## config.mk

```make
export PLATFORM = sky130hd
export DESIGN_NAME = queued_beep_pattern_sequencer_flat
export DESIGN_NICKNAME = d
export VERILOG_FILES = /design/src/rtl/core/qbps_pkg.sv /design/src/rtl/core/qbps_req_if.sv /design/src/rtl/core/qbps_rsp_if.sv /design/src/rtl/core/qbps_fifo.sv /design/src/rtl/core/qbps_seq.sv /design/src/rtl/core/queued_beep_pattern_sequencer.sv /design/src/flat_wrapper.sv
export SDC_FILE = /design/constraint.sdc
export NUM_CORES = 1
export LEC_CHECK = 0
export BUFFER_PORTS_ARGS = -buffer_cell sky130_fd_sc_hd__buf_2
export CAP_MARGIN = 5
export CORE_MARGIN = 4
export CORE_UTILIZATION = 60
export DETAILED_ROUTE_END_ITERATION = 10
export PLACE_DENSITY = 0.77
export SLEW_MARGIN = 20
export SYNTH_ARGS = -nofsm -noshare
export SYNTH_HDL_FRONTEND = slang
export SYNTH_SLANG_ARGS = --single-unit
```

## constraint.sdc

```tcl
create_clock -name clock -period 7 [get_ports clock]
set_input_delay 1.05 -clock clock [delete_from_list [all_inputs] [get_ports clock]]
set_output_delay 1.05 -clock clock [all_outputs]
set_load 0.005 [all_outputs]
```

## src/rtl/core/qbps_pkg.sv

```systemverilog
// Package for the queued beep pattern sequencer.
// Holds item types, register codes and fixed sizes; used by every rtl/core file.
package qbps_pkg;

   // Queue geometry
   localparam int QUEUE_DEPTH = 16;
   localparam int PTR_W       = $clog2(QUEUE_DEPTH);
   localparam int LEVEL_W     = $clog2(QUEUE_DEPTH + 1);

   // Configuration port
   localparam int CSR_IDX_W  = 1;
   localparam int CSR_DATA_W = 16;
   localparam logic [CSR_IDX_W-1:0] CSR_GAP_MS    = 1'b0;
   localparam logic [CSR_IDX_W-1:0] CSR_TONE_DUTY = 1'b1;

   // Register reset values
   localparam logic [15:0] GAP_RESET  = 16'd2500;
   localparam logic [7:0]  DUTY_RESET = 8'h7F;
   localparam logic [7:0]  DUTY_OFF   = 8'h00;

   // Item kinds
   localparam logic MODE_ENQUEUE = 1'b0;
   localparam logic MODE_TICK    = 1'b1;

   typedef struct packed {
      logic        mode;
      logic [7:0]  beep_count;
      logic [15:0] tone_ms;
      logic [15:0] silence_ms;
   } req_item_type;

   typedef struct packed {
      logic [7:0]         buzzer_duty;
      logic               sounding;
      logic               busy_res;
      logic               dropped;
      logic [LEVEL_W-1:0] queue_level;
   } rsp_item_type;

   typedef struct packed {
      logic [7:0]  beep_count;
      logic [15:0] tone_ms;
      logic [15:0] silence_ms;
   } pattern_type;

   // Sequencer to queue
   typedef struct packed {
      logic push;
      logic pop;
   } fifo_ctl_type;

   // Queue to sequencer
   typedef struct packed {
      logic [LEVEL_W-1:0] level;
      pattern_type        head;
   } fifo_stat_type;

endpackage

```

## src/rtl/core/qbps_req_if.sv

```systemverilog
// Request channel of the beep pattern sequencer: valid, ready and one request item.
// Depends on qbps_pkg for the item type.
interface qbps_req_if
   import qbps_pkg::*;
   ();
   logic         valid;
   logic         ready;
   req_item_type data;

   modport source (output valid, output data, input ready);
   modport sink   (input valid, input data, output ready);
endinterface

```

## src/rtl/core/qbps_rsp_if.sv

```systemverilog
// Result channel of the beep pattern sequencer: valid, ready and one result item.
// Depends on qbps_pkg for the item type.
interface qbps_rsp_if
   import qbps_pkg::*;
   ();
   logic         valid;
   logic         ready;
   rsp_item_type data;

   modport source (output valid, output data, input ready);
   modport sink   (input valid, input data, output ready);
endinterface

```

## src/rtl/core/qbps_fifo.sv

```systemverilog
// Pattern queue: flop array with read and write pointers and a fill level.
// Depends on qbps_pkg; driven by qbps_seq through fifo_ctl_type.
module qbps_fifo
   import qbps_pkg::*;
(
   input  logic          clock,
   input  logic          reset,
   input  fifo_ctl_type  ctl,
   input  pattern_type   wr_entry,
   output fifo_stat_type stat
);

   pattern_type        mem_ff [QUEUE_DEPTH];
   logic [PTR_W-1:0]   rd_ptr_ff, rd_ptr_in;
   logic [PTR_W-1:0]   wr_ptr_ff, wr_ptr_in;
   logic [LEVEL_W-1:0] level_ff, level_in;

   // Show the head; an empty queue passes the incoming pattern straight through
   always_comb begin
      stat.level = level_ff;
      if (level_ff == '0) begin
         stat.head = wr_entry;
      end else begin
         stat.head = mem_ff[rd_ptr_ff];
      end
   end

   // Advance pointers and level
   always_comb begin
      rd_ptr_in = rd_ptr_ff;
      wr_ptr_in = wr_ptr_ff;
      level_in  = level_ff;
      if (ctl.push) begin
         wr_ptr_in = (wr_ptr_ff == PTR_W'(QUEUE_DEPTH - 1)) ? '0 : wr_ptr_ff + 1'b1;
      end
      if (ctl.pop) begin
         rd_ptr_in = (rd_ptr_ff == PTR_W'(QUEUE_DEPTH - 1)) ? '0 : rd_ptr_ff + 1'b1;
      end
      case ({ctl.push, ctl.pop})
         2'b10:   level_in = level_ff + 1'b1;
         2'b01:   level_in = level_ff - 1'b1;
         default: level_in = level_ff;
      endcase
   end

   always_ff @(posedge clock) begin
      if (reset) begin
         rd_ptr_ff <= '0;
         wr_ptr_ff <= '0;
         level_ff  <= '0;
      end else begin
         rd_ptr_ff <= rd_ptr_in;
         wr_ptr_ff <= wr_ptr_in;
         level_ff  <= level_in;
      end
   end

   // Store pushed patterns
   always_ff @(posedge clock) begin
      if (ctl.push) begin
         mem_ff[wr_ptr_ff] <= wr_entry;
      end
   end

endmodule

```

## src/rtl/core/qbps_seq.sv

```systemverilog
// Beep sequencer: timer, tone/silence phases, configuration registers, queue control.
// Depends on qbps_pkg; drives qbps_fifo and returns the result item for each item.
module qbps_seq
   import qbps_pkg::*;
(
   input  logic                  clock,
   input  logic                  reset,
   input  logic                  csr_we,
   input  logic [CSR_IDX_W-1:0]  csr_index,
   input  logic [CSR_DATA_W-1:0] csr_wdata,
   input  logic                  fire,
   input  req_item_type          item,
   input  fifo_stat_type         stat,
   output fifo_ctl_type          ctl,
   output rsp_item_type          result
);

   logic [15:0] gap_ff, gap_in;
   logic [7:0]  tduty_ff, tduty_in;
   logic        active_ff, active_in;
   logic        tone_on_ff, tone_on_in;
   logic [7:0]  rep_ff, rep_in;
   logic [15:0] cur_tone_ff, cur_tone_in;
   logic [15:0] cur_sil_ff, cur_sil_in;
   logic [15:0] ticks_ff, ticks_in;
   logic        armed_ff, armed_in;
   logic [7:0]  duty_ff, duty_in;

   logic               push_req;
   logic               full;
   logic               lost;
   logic               is_tick;
   logic               expire;
   logic               do_adv;
   logic               run;
   logic [LEVEL_W-1:0] level_after;

   // Hold configuration, take writes
   always_comb begin
      gap_in   = gap_ff;
      tduty_in = tduty_ff;
      if (csr_we) begin
         case (csr_index)
            CSR_GAP_MS:    gap_in   = csr_wdata;
            CSR_TONE_DUTY: tduty_in = csr_wdata[7:0];
            default:       gap_in   = gap_ff;
         endcase
      end
   end

   // Decode the item
   always_comb begin
      push_req = fire && (item.mode == MODE_ENQUEUE) && (item.beep_count != '0);
      full     = (stat.level >= LEVEL_W'(QUEUE_DEPTH));
      lost     = push_req && full;
      is_tick  = fire && (item.mode == MODE_TICK) && armed_ff;
      expire   = is_tick && (ticks_ff <= 16'd1);
      do_adv   = (push_req && !active_ff) || expire;
      level_after = stat.level + LEVEL_W'(push_req && !full);
   end

   // Count down, then advance the pattern: pop if idle, then step tone/silence/gap
   always_comb begin
      active_in   = active_ff;
      tone_on_in  = tone_on_ff;
      rep_in      = rep_ff;
      cur_tone_in = cur_tone_ff;
      cur_sil_in  = cur_sil_ff;
      ticks_in    = ticks_ff;
      armed_in    = armed_ff;
      duty_in     = duty_ff;
      ctl.push    = push_req && !full;
      ctl.pop     = 1'b0;
      run         = do_adv;

      if (is_tick && !expire) begin
         ticks_in = ticks_ff - 1'b1;
      end
      if (expire) begin
         ticks_in = '0;
         armed_in = 1'b0;
      end

      if (do_adv && !active_ff) begin
         if (level_after == '0) begin
            run = 1'b0;
         end else begin
            ctl.pop     = 1'b1;
            rep_in      = stat.head.beep_count;
            cur_tone_in = stat.head.tone_ms;
            cur_sil_in  = stat.head.silence_ms;
            tone_on_in  = 1'b0;
            active_in   = 1'b1;
         end
      end

      if (run) begin
         armed_in = 1'b1;
         if (!tone_on_in) begin
            if (rep_in == '0) begin
               active_in = 1'b0;
               ticks_in  = gap_ff;
            end else begin
               rep_in     = rep_in - 1'b1;
               duty_in    = tduty_ff;
               tone_on_in = 1'b1;
               ticks_in   = cur_tone_in;
            end
         end else begin
            duty_in    = DUTY_OFF;
            tone_on_in = 1'b0;
            ticks_in   = cur_sil_in;
         end
      end
   end

   // Build the result from the state after this item
   always_comb begin
      result.buzzer_duty = duty_in;
      result.sounding    = tone_on_in;
      result.busy_res    = active_in;
      result.dropped     = lost;
      result.queue_level = level_after - LEVEL_W'(ctl.pop);
   end

   always_ff @(posedge clock) begin
      if (reset) begin
         gap_ff      <= GAP_RESET;
         tduty_ff    <= DUTY_RESET;
         active_ff   <= 1'b0;
         tone_on_ff  <= 1'b0;
         rep_ff      <= '0;
         cur_tone_ff <= '0;
         cur_sil_ff  <= '0;
         ticks_ff    <= '0;
         armed_ff    <= 1'b0;
         duty_ff     <= DUTY_OFF;
      end else begin
         gap_ff      <= gap_in;
         tduty_ff    <= tduty_in;
         active_ff   <= active_in;
         tone_on_ff  <= tone_on_in;
         rep_ff      <= rep_in;
         cur_tone_ff <= cur_tone_in;
         cur_sil_ff  <= cur_sil_in;
         ticks_ff    <= ticks_in;
         armed_ff    <= armed_in;
         duty_ff     <= duty_in;
      end
   end

endmodule

```

## src/rtl/core/queued_beep_pattern_sequencer.sv

```systemverilog
// Top level of the queued beep pattern sequencer.
// Depends on qbps_pkg, qbps_req_if, qbps_rsp_if, qbps_fifo and qbps_seq.
//
// Usage:
//   req_ch carries items: mode 0 queues a beep pattern (beep_count, tone_ms,
//   silence_ms), mode 1 is a one-millisecond tick. Every item gives exactly
//   one result item on rsp_ch: current buzzer duty, sounding, busy, whether
//   this request was dropped on a full queue, and the queue fill after it.
//   csr_we/csr_index/csr_wdata write gap_ms (index 0) and tone_duty
//   (index 1); write them only while no item is in flight.
// Timing:
//   An item accepted into the input register is processed once the result
//   register can move, and its result is loaded into the result register;
//   throughput is 1 item per cycle while rsp_ch.ready stays high, set by the
//   single pass through the sequencer logic between the input and result
//   registers.
// Reset:
//   Synchronous, active high. Empties the queue, stops any pattern, disarms
//   the timer and loads gap_ms = 2500 and tone_duty = 127.
// Stall:
//   When rsp_ch.ready is low the result register holds; the input register
//   still takes one more item, then req_ch.ready drops until the result moves.
module queued_beep_pattern_sequencer
   import qbps_pkg::*;
(
   input  logic                  clock,
   input  logic                  reset,
   qbps_req_if.sink              req_ch,
   qbps_rsp_if.source            rsp_ch,
   input  logic                  csr_we,
   input  logic [CSR_IDX_W-1:0]  csr_index,
   input  logic [CSR_DATA_W-1:0] csr_wdata
);

   logic          stage_valid_ff, stage_valid_in;
   req_item_type  stage_item_ff;
   logic          out_valid_ff, out_valid_in;
   rsp_item_type  out_item_ff;
   logic          move;
   logic          fire;
   fifo_ctl_type  fifo_ctl;
   fifo_stat_type fifo_stat;
   pattern_type   wr_entry;
   rsp_item_type  result;

   // Handshake control
   always_comb begin
      move           = !out_valid_ff || rsp_ch.ready;
      fire           = stage_valid_ff && move;
      req_ch.ready   = !stage_valid_ff || move;
      stage_valid_in = req_ch.ready ? req_ch.valid : stage_valid_ff;
      if (fire) begin
         out_valid_in = 1'b1;
      end else if (rsp_ch.ready) begin
         out_valid_in = 1'b0;
      end else begin
         out_valid_in = out_valid_ff;
      end
   end

   assign wr_entry.beep_count = stage_item_ff.beep_count;
   assign wr_entry.tone_ms    = stage_item_ff.tone_ms;
   assign wr_entry.silence_ms = stage_item_ff.silence_ms;

   assign rsp_ch.valid = out_valid_ff;
   assign rsp_ch.data  = out_item_ff;

   always_ff @(posedge clock) begin
      if (reset) begin
         stage_valid_ff <= 1'b0;
         out_valid_ff   <= 1'b0;
      end else begin
         stage_valid_ff <= stage_valid_in;
         out_valid_ff   <= out_valid_in;
      end
   end

   // Load the input and result registers
   always_ff @(posedge clock) begin
      if (req_ch.valid && req_ch.ready) begin
         stage_item_ff <= req_ch.data;
      end
      if (fire) begin
         out_item_ff <= result;
      end
   end

   qbps_fifo u_fifo (
      .clock    (clock),
      .reset    (reset),
      .ctl      (fifo_ctl),
      .wr_entry (wr_entry),
      .stat     (fifo_stat)
   );

   qbps_seq u_seq (
      .clock     (clock),
      .reset     (reset),
      .csr_we    (csr_we),
      .csr_index (csr_index),
      .csr_wdata (csr_wdata),
      .fire      (fire),
      .item      (stage_item_ff),
      .stat      (fifo_stat),
      .ctl       (fifo_ctl),
      .result    (result)
   );

endmodule

```

## src/flat_wrapper.sv

```systemverilog
// flat-port wrapper written by rule: the top's interface ports become plain ports
module queued_beep_pattern_sequencer_flat import qbps_pkg::*;
  (clock, reset, csr_we, csr_index, csr_wdata, req_ch_valid, req_ch_data, req_ch_ready, rsp_ch_valid, rsp_ch_data, rsp_ch_ready);
  qbps_req_if req_ch_i ();
  qbps_rsp_if rsp_ch_i ();
  input  logic clock;
  input  logic reset;
  input  logic csr_we;
  input  logic [CSR_IDX_W-1:0] csr_index;
  input  logic [CSR_DATA_W-1:0] csr_wdata;
  input wire logic [$bits(req_ch_i.valid)-1:0] req_ch_valid;
  input wire logic [$bits(req_ch_i.data)-1:0] req_ch_data;
  output wire logic [$bits(req_ch_i.ready)-1:0] req_ch_ready;
  output wire logic [$bits(rsp_ch_i.valid)-1:0] rsp_ch_valid;
  output wire logic [$bits(rsp_ch_i.data)-1:0] rsp_ch_data;
  input wire logic [$bits(rsp_ch_i.ready)-1:0] rsp_ch_ready;
  assign req_ch_i.valid = req_ch_valid;
  assign req_ch_i.data = req_ch_data;
  assign req_ch_ready = req_ch_i.ready;
  assign rsp_ch_valid = rsp_ch_i.valid;
  assign rsp_ch_data = rsp_ch_i.data;
  assign rsp_ch_i.ready = rsp_ch_ready;
  queued_beep_pattern_sequencer u_core (.clock(clock), .reset(reset), .req_ch(req_ch_i), .rsp_ch(rsp_ch_i), .csr_we(csr_we), .csr_index(csr_index), .csr_wdata(csr_wdata));
endmodule
```

==> flow_summary.ini, run 1 <==
[placement]
pre_cts_slack_ns = 1.112
portBuffers = 80
place.gp.congestion = 0.8996
hpwl_um = 40090

[timing]
hold_viol = 0
layout_setup_ws_ns = 1.162
finalClockSkew_ns = 0.01978
relSlewSlack_pct = 20.38
worst_slew_pin_slew_ns = 1.191
rsz0062_at_grt = false
final.period_utilization_pct = 83.40
slew_violations = 0
fmax_ghz = 0.1713
setup_viol = 0
min_period_ns = 5.838
tns_ns = 0

[pwr]
vdd_drop_max_v = 0.0001896
power_uw = 10220
powerDensity_nw_per_um2 = 286.0
power_leakage_uw = 0.01134

[routing]
dr.pass1.iters = 6
wire_per_inst_um = 28.49
vias_per_cell = 6.671
drt_iter0_drc = 2438
drtAntennaViolNets = 0
wl_um = 73860
vias = 17290
drc = 0

[floorplanning]
initial_core_util_pct = 61.17
die-width_um = 237.9
ios = 81
design.die.area_um2 = 56580
coreArea_um2 = 51820
die_h_um = 237.9
rows = 83

[setup_path]
cp_data_arrival_time_ns = 6.33
crit_path_frequent_cell = ha_1
slowest_delay_ns = 0.72
crit_chain = nor4_1, a2111o_1, nor2_1, ha_1, ha_1, nor4_1, a211oi_2, buf_4, nand2_2, inv_2, mux2i_1, ha_1, nand3_2, o31ai_4, a22o_1
worstSetupStartpointType = register
critPathKind = reg -> reg
crit_slowest_cell = o31ai_4
crit_fanout = 18
worst-path-stages = 15
cp-end-kind = register
required_ns = 7.49
critPathBufInv = 2
ff2ff_path_depth = 15
cp_top_family = simple AND/OR/NAND/NOR gates

[cts]
cts_tree = yes
cts_setup_buffers = 0
cts.hold.buffers_added = 0
clkTransAtPathRegs_ns = 0.06
post_cts_resized = 0
clock_sinks = 807
cts_made_buffers = 81
cts-root-buf = clkbuf_16
htreeDepth = 3
clk_latency_ns = 0.63
cts_buffer_depth = 3

[worst_hold_path]
whs_path_depth = 2
hold_class = reg -> reg

[logic_synthesis]
synth_nets = 1825
yosysSeqAreaShare_pct = 72.97
yosysWarnings = 0
yosysTopAreaCell = edfxtp_1
synth_edf_count = 697
synth_flop_cell = edfxtp_1
ys_seq_elements = 807
synthCells = 1744
synth_most_common_cell = edfxtp_1
synth_cell_type_count = 77
netlist.area_leader.share_pct = 66.02
async_flop_share_pct = 0
synthTopCellsByCount = 697 x edfxtp_1, 186 x mux4_2, 134 x nand2_1
syn_area_um2 = 31700
ys_top_cells_by_area = edfxtp_1 66%, mux4_2 13%, dfxtp_1 6.9%, nand2_1 1.6%, nor2_1 1.1%
synth_area_per_cell_um2 = 18.18

[finish]
finalNetCount = 1928
area_growth_pct = 12.73
antenna_cells = 0
drive_gt1_share_pct = 24.69
fin_util_pct = 68.96

[status]
status = completed

[grt]
grt_pass1_wl_um = 111100
grt_max_degree = 107
antenna_found_initial = 0
grt_pass1_vias = 17360
grt.overflow.total = 0
grt_usage_pct = 26.40

[flow_run]
drv_cap = 0
-- metal layers --
metal  vias up  track usage [%]  wire length [um]
met5         -                0                 0
met4         0            7.979              1827
met3       121            4.785              7661
met2      1075            40.93             35490
met1      8874            39.40             28880
li1       7222                -                 -
-- per-stage QoR --
stage	hold WS [ns]	area, um2	instances
global route	0.4864	35730	2592
detailed placement	0.4522	32980	2443
finish	0.4622	35730	2592
global placement	0.4474	32950	2442
floorplan	0.4366	31700	1744
CTS	0.4603	35700	2591
-- cells in the final DEF (no fill, tap or decap), drive strengths merged, types with 23 or more instances in the layout --
cell type,Yosys,routed
a21oi,53,53
clkinv,1,32
nand4,25,25
inv,20,23
nand2,136,136
nand3,36,36
edfxtp,697,697
buf,49,118
nor2,93,93
dfxtp,110,110
clkbuf,49,103
mux4,186,186
o21ai,34,34
-- tightest hold or removal path, cell delays in order, from the launching register on --
cell and delay, ns:
dfxtp_1 0.31, nand2_1 0.05, a21oi_1 0.05
-- power by group --
| group | internal (uW) | switching [uW] |
|---|---|---|
| Sequential | 5280 | 91.5 |
| Clock | 2640 | 1780 |
| Combinational | 156 | 274 |
-- path summary, 6_finish.rpt --
kind / from / endpoint / slack, ns
max: u_core.stage_item_ff[33] / u_core.rsp_ch.data[13] / 1.16
min: u_core.u_seq.gap_ff[0] / u_core.u_seq.gap_ff[0] / 0.46
max reg2reg: u_core.stage_item_ff[33] / u_core.rsp_ch.data[13] / 1.16
min reg2reg: u_core.u_seq.gap_ff[0] / u_core.u_seq.gap_ff[0] / 0.46
-- cells by family (layout without fill, tap and decap cells) --
family                   after synthesis  after routing  synth area share (%)
flip-flops                           807            807                 72.97
AND/OR/NAND/NOR                      366            366                 5.403
multiplexers                         211            211                 14.02
AO/OA/AOI/OAI                        196            196                 4.539
buffers and inverters                119            287                 1.583
XOR/XNOR                              27             27                0.7460
adder cells (fa/ha/maj)               18             18                0.7341
-- registers in the layout, summed over array words and instances, names as in the netlist, named ones only --
signal and count:
u_core.rsp_ch.data 16, u_core.rsp_ch.valid 1, u_core.stage_item_ff 41, u_core.stage_valid_ff 1, u_core.u_fifo.level_ff 5, u_core.u_fifo.mem_ff 640
u_core.u_fifo.rd_ptr_ff 4, u_core.u_fifo.wr_ptr_ff 4, u_core.u_seq.active_ff 1, u_core.u_seq.armed_ff 1, u_core.u_seq.cur_sil_ff 16, u_core.u_seq.cur_tone_ff 16
u_core.u_seq.duty_ff 8, u_core.u_seq.gap_ff 16, u_core.u_seq.rep_ff 8, u_core.u_seq.tduty_ff 8, u_core.u_seq.ticks_ff 16, u_core.u_seq.tone_on_ff 1
-- cell type report --
cell class / instances / area (um2)
inverters: 21 / 78.83
multi-input cells: 818 / 8195
repair buffers: 118 / 738.2
clock inverters: 45 / 480.5
flip-flops and latches: 807 / 23140
fillers: 3140 / 16090
well taps: 680 / 850.8
clock buffers: 103 / 2246
Note: power is estimated with default switching activity, not from simulation.
==> inputs of run 2 (changes only) <==
==> constraint.sdc (replaced) <==
create_clock -name clock -period 5.7 [get_ports clock]
set_input_delay 0.855 -clock clock [delete_from_list [all_inputs] [get_ports clock]]
set_output_delay 0.855 -clock clock [all_outputs]
set_load 0.005 [all_outputs]
==> run 2 against run 1 <==
  * Final area increased by 0.17%
  * Sequential power rose by 22%
  * First-iteration DRC count down 4.6%
  * Wire length decreased by 0.88%
  * Via count down 0.41%
  * Cell count grew 0.39%
  * Combinational power is 26% higher
  * Clock power up 21%
  * Worst setup slack got worse by 0.87 ns
  * Die area is the same
  * Critical path depth stayed put
  * Register-to-register slack worse by 0.87 ns
  * Largest power group unchanged
  * Highest routed layer is now met5
==> flow_summary.ini, run 2 (same netlist as run 1, synthesis figures left out) <==
[cts]
cts_made_buffers = 80
clk_latency_ns = 0.63
cts_buffer_depth = 3
htreeDepth = 3
clock_sinks = 807
cts_tree = yes
cts-root-buf = clkbuf_16
clkTransAtPathRegs_ns = 0.06

[pwr]
vdd_drop_max_v = 0.0002496
powerDensity_nw_per_um2 = 348.5
sw_frac_of_total_pct = 21.09
pwr-share-comb_pct = 4.3
p_int_uw = 9843
p_switching_uw = 2631
power_uw = 12470
seq_power_share_pct = 52.8
power_leakage_uw = 0.01136
clockPowerShare_pct = 42.8

[routing]
vias_per_cell = 6.618
wire_per_inst_um = 28.13
drtAntennaViolNets = 0
drt_iter0_drc = 2327
dr.pass1.iters = 5
wl_um = 73210
vias = 17220
drc = 0

[finish]
antenna_cells = 0
finalNetCount = 1937
top_register = u_core.u_fifo.mem_ff
reg_top3 = u_core.u_fifo.mem_ff x640, u_core.stage_item_ff x41
instances_no_fill = 2602
area_growth_pct = 12.92
largest_reg_flops = 640
layout_common_cells = 697 x edfxtp_1, 186 x mux4_2, 134 x nand2_1, 106 x dfxtp_1, 83 x clkbuf_16
fill_cells = 3148
drive_gt1_share_pct = 25.18
final_common_cell = edfxtp_1

[placement]
place.gp.congestion = 0.9031
hpwl_um = 39520
portBuffers = 80
dp_cells = 2452

[setup_path]
cp_top_family = simple AND/OR/NAND/NOR gates
crit_path_frequent_cell = ha_1
cp-startpoint = u_core.stage_item_ff[33]
critPathBufInv = 1
r2r-end = u_core.rsp_ch.data[15]
crit_slowest_cell = nor4_1
slowest_delay_ns = 0.65
required_ns = 6.06
r2r_start = u_core.stage_item_ff[33]
r2r_slack_ns = 0.29
critPathKind = reg -> reg
crit_chain = nor4_1, a2111o_1, nor2_1, ha_1, ha_1, and2_1, a21o_1, a211oi_2, nand2_2, inv_2, mux2i_1, ha_1, and3_1, a21boi_4, a22o_1
worstSetupStartpointType = register
crit_fanout = 18
worst-path-stages = 15
ff2ff_path_depth = 15
cp_data_arrival_time_ns = 5.78
cp-end-kind = register

[grt]
antenna_found_initial = 1
grt_pass1_vias = 17170
grt_pass1_wl_um = 109600
grt_max_degree = 119
grt.overflow.total = 0
grt_usage_pct = 25.94

[worst_hold_path]
min_from = req_ch_data[29]
whs_path_depth = 1
worstHoldEndpoint = u_core.stage_item_ff[29]
hold_class = in -> reg

[floorplanning]
die-width_um = 237.9
ios = 81
initial_core_util_pct = 61.17
design.die.area_um2 = 56580
coreArea_um2 = 51820
die_h_um = 237.9
rows = 83

[timing]
finalClockSkew_ns = 0.02907
rsz0062_at_grt = false
worst_slew_pin_slew_ns = 1.023
min_period_ns = 5.412
final.period_utilization_pct = 94.95
fmax_ghz = 0.1848
hold_viol = 0
relSlewSlack_pct = 31.61
setup_viol = 0
tns_ns = 0
slew_violations = 0

[flow_run]
drv_cap = 0

[status]
status = completed
-- run 2: how the worst max path moves through the flow --
stage	end
global placement	u_core.rsp_ch.data[14]
global route	u_core.rsp_ch.data[15]
CTS	u_core.rsp_ch.data[15]
finish	u_core.rsp_ch.data[15]
floorplan	u_core.u_fifo.level_ff[4]
detailed placement	u_core.rsp_ch.data[15]
-- run 2: metal layers --
| metal | global-route usage (%) | part of all wire, % |
|---|---|---|
| met1 | 38.94 | 40 |
| met2 | 40.24 | 48 |
| met4 | 7.484 | 2.3 |
| met5 | 0 | 0.018 |
| met3 | 4.612 | 9.7 |
-- run 2: power groups by stage --
stage / combinational (uW) / clock [uW] / sequential [uW]
after floorplan: 370 / 0 / 6680
after global placement: 516 / 0 / 6700
after detailed placement: 529 / 0 / 6710
after CTS: 533 / 5410 / 6590
after global routing: 582 / 5680 / 6600
final: 542 / 5340 / 6590
-- run 2: worst reg2reg max path, stage by stage, from the launching register on --
cell and delay [ns]:
edfxtp_1 0.62, nor4_1 0.65, a2111o_1 0.39, nor2_1 0.12
ha_1 0.25, ha_1 0.27, and2_1 0.21, a21o_1 0.22
a211oi_2 0.25, nand2_2 0.22, inv_2 0.17, mux2i_1 0.50
ha_1 0.27, and3_1 0.46, a21boi_4 0.24, a22o_1 0.31
-- run 2: what timing repair did --
action,in CTS,in global routing
hold buffers,0,0
gates resized for setup,0,1
setup endpoints to repair,0,18
buffers inserted,0,1
-- run 2: final cells by class --
class,count,area [um2],area share (%)
sequential,807,23140,64.66
timing repair buffer,128,843.3,2.356
multi-input combinational,818,8202,22.91
clock inverter,49,509.2,1.423
clock buffer,99,2167,6.054
tap,680,850.8,2.377
inverter,21,78.83,0.2202
-- run 2: through the flow --
step | setup WS (ns) | area [um2] | hold WS (ns) | utilization, %
floorplan | 0.2181 | 31710 | 0.4366 | -
global placement | 0.5029 | 33060 | 0.4510 | 63.80
detailed placement | 0.2676 | 33060 | 0.4510 | 63.80
CTS | 0.2519 | 35740 | 0.3699 | 68.97
global route | 0.01845 | 35800 | 0.3781 | 69.08
finish | 0.2880 | 35800 | 0.4041 | 69.08
==> inputs of run 3 (changes only) <==
--- a/config.mk
+++ b/config.mk
@@ -10,7 +10,8 @@
 export CORE_MARGIN = 4
 export CORE_UTILIZATION = 60
 export DETAILED_ROUTE_END_ITERATION = 10
-export PLACE_DENSITY = 0.77
+export PLACE_DENSITY = 0.73
+export REMOVE_ABC_BUFFERS = 1
 export SLEW_MARGIN = 20
 export SYNTH_ARGS = -nofsm -noshare
 export SYNTH_HDL_FRONTEND = slang
==> run 3 against run 2 <==
  * Die area is the same
  * Via count shrank 1.8%
  * Hold slack lost 0.0036 ns
  * Highest routed layer is now met4
  * Largest cell class unchanged
  * Non-clock buffer count grew 4
  * Critical endpoint is now u_core.rsp_ch.data[11]
==> flow_summary.ini, run 3 (same netlist as run 1, synthesis figures left out) <==
[setup_path]
cp-end-kind = register
required_ns = 6.05
worstSetupStartpointType = register
crit_fanout = 18
cp_data_arrival_time_ns = 5.64
critPathKind = reg -> reg

[routing]
wl_met2_um = 35820
wl_met1_um = 30140
drt_iter0_drc = 1991
drc = 0
vias_per_cell = 6.499
routed.top_layer = met4
dr.pass1.iters = 6
wl_um = 73970
drtAntennaViolNets = 0
vias = 16920
wl_met3_um = 6164
wire_per_inst_um = 28.42

[floorplanning]
coreArea_um2 = 51820
rows = 83
design.die.area_um2 = 56580
die_h_um = 237.9
initial_core_util_pct = 61.17
die-width_um = 237.9
ios = 81

[grt]
antenna_found_initial = 0
grt_max_degree = 64
grt.overflow.total = 0
grt_usage_pct = 26.41
grt_pass1_wl_um = 110600
grt_pass1_vias = 17110

[finish]
finalNetCount = 1941
drive_gt1_share_pct = 25.07
fill_cells = 3254
area_growth_pct = 12.79
layout_common_cells = 697 x edfxtp_1, 186 x mux4_2, 134 x nand2_1, 106 x dfxtp_1, 81 x clkbuf_16
antenna_cells = 0
largest_reg_flops = 640
reg_top3 = u_core.u_fifo.mem_ff x640, u_core.stage_item_ff x41
top_register = u_core.u_fifo.mem_ff
final_common_cell = edfxtp_1

[timing]
final.period_utilization_pct = 92.67
slew_violations = 0
min_period_ns = 5.282
worst_slew_pin_slew_ns = 1.039
setup_viol = 0
rsz0062_at_grt = false
hold_viol = 0
fmax_ghz = 0.1893
layout_setup_ws_ns = 0.4178
relSlewSlack_pct = 30.58
fin_hold_ws_ns = 0.4005
finalClockSkew_ns = 0.02375

[flow_run]
drv_cap = 0

[cts]
cts_made_buffers = 80
cts_tree = yes
cts-root-buf = clkbuf_16
cts_buffer_depth = 3
cts.hold.buffers_added = 0
clkTransAtPathRegs_ns = 0.06
clock_sinks = 807
htreeDepth = 3
clk_latency_ns = 0.63

[placement]
hpwl_um = 42060
portBuffers = 80
place.gp.congestion = 0.8628
pre_cts_slack_ns = 0.1077

[pwr]
vdd_drop_max_v = 0.0002427
power_uw = 12360
power_leakage_uw = 0.01135
powerDensity_nw_per_um2 = 345.7

[status]
status = completed

[worst_hold_path]
hold_class = in -> reg
## run 3: cell types whose count changed in the layout (fill, tap and decap cells not counted), moves of 3 or more
cell,delta
clkinv_8,+4
clkbuf_1,+7
clkinvlp_4,-4
buf_4,+4
clkinv_1,-3
## run 3: through the flow
stage	std cells	area [um2]	utilization, %	TNS, ns
after global routing	2603	35760	69.00	0
after detailed placement	2457	33130	63.93	0
after global placement	2457	33130	63.93	0
after CTS	2602	35730	68.95	0
after floorplan	1646	31280	-	-205.77
final	2603	35760	69.00	0
## run 3: layout make-up
type	count	area, um2	area share, %
clock buffer	104	2143	5.994
clock inverter	41	454.2	1.270
inverter	21	78.83	0.2205
multi-input combinational	818	8203	22.94
sequential	807	23140	64.73
tap	680	850.8	2.380
timing repair buffer	132	880.8	2.464
## run 3: final timing paths
kind,from,end,slack (ns),cells past startpoint
worst max-delay path,u_core.stage_item_ff[33],u_core.rsp_ch.data[11],0.42,15
worst min-delay path,req_ch_data[10],u_core.stage_item_ff[10],0.40,1
worst max register to register,u_core.stage_item_ff[33],u_core.rsp_ch.data[11],0.42,15
worst min register to register,u_core.u_seq.gap_ff[13],u_core.u_seq.gap_ff[13],0.45,2
## run 3: per-layer routing
metal | vias up | global-route usage (%)
met4 | 0 | 7.679
met3 | 109 | 4.912
met1 | 8740 | 38.70
li1 | 7261 | -
met5 | - | 0
met2 | 806 | 41.72
## run 3: critical path, stage by stage (launching register included)
cell      delay [ns]
edfxtp_1        0.65
nor4_2          0.52
a2111o_1        0.36
nor2_1          0.10
ha_1            0.24
ha_1            0.26
and2_1          0.20
a21o_1          0.22
a211oi_2        0.26
nand2_2         0.22
inv_2           0.36
mux2i_1         0.46
ha_1            0.25
and3_2          0.39
a21boi_4        0.20
a22o_1          0.31
## run 3: where the power goes
part           switching [uW]  total [uW]  internal (uW)  leakage [uW]
logic                     355         551            196       0.00288
clock network            2190        5220           3030       0.00126
registers                 103        6590           6490       0.00721
## run 3: timing repair
action                                 4_1_cts  5_1_grt
endpoints found under the hold margin        0        0
buffers inserted                             0        1
setup endpoints to repair                    0       35
gates resized for setup                      0        2
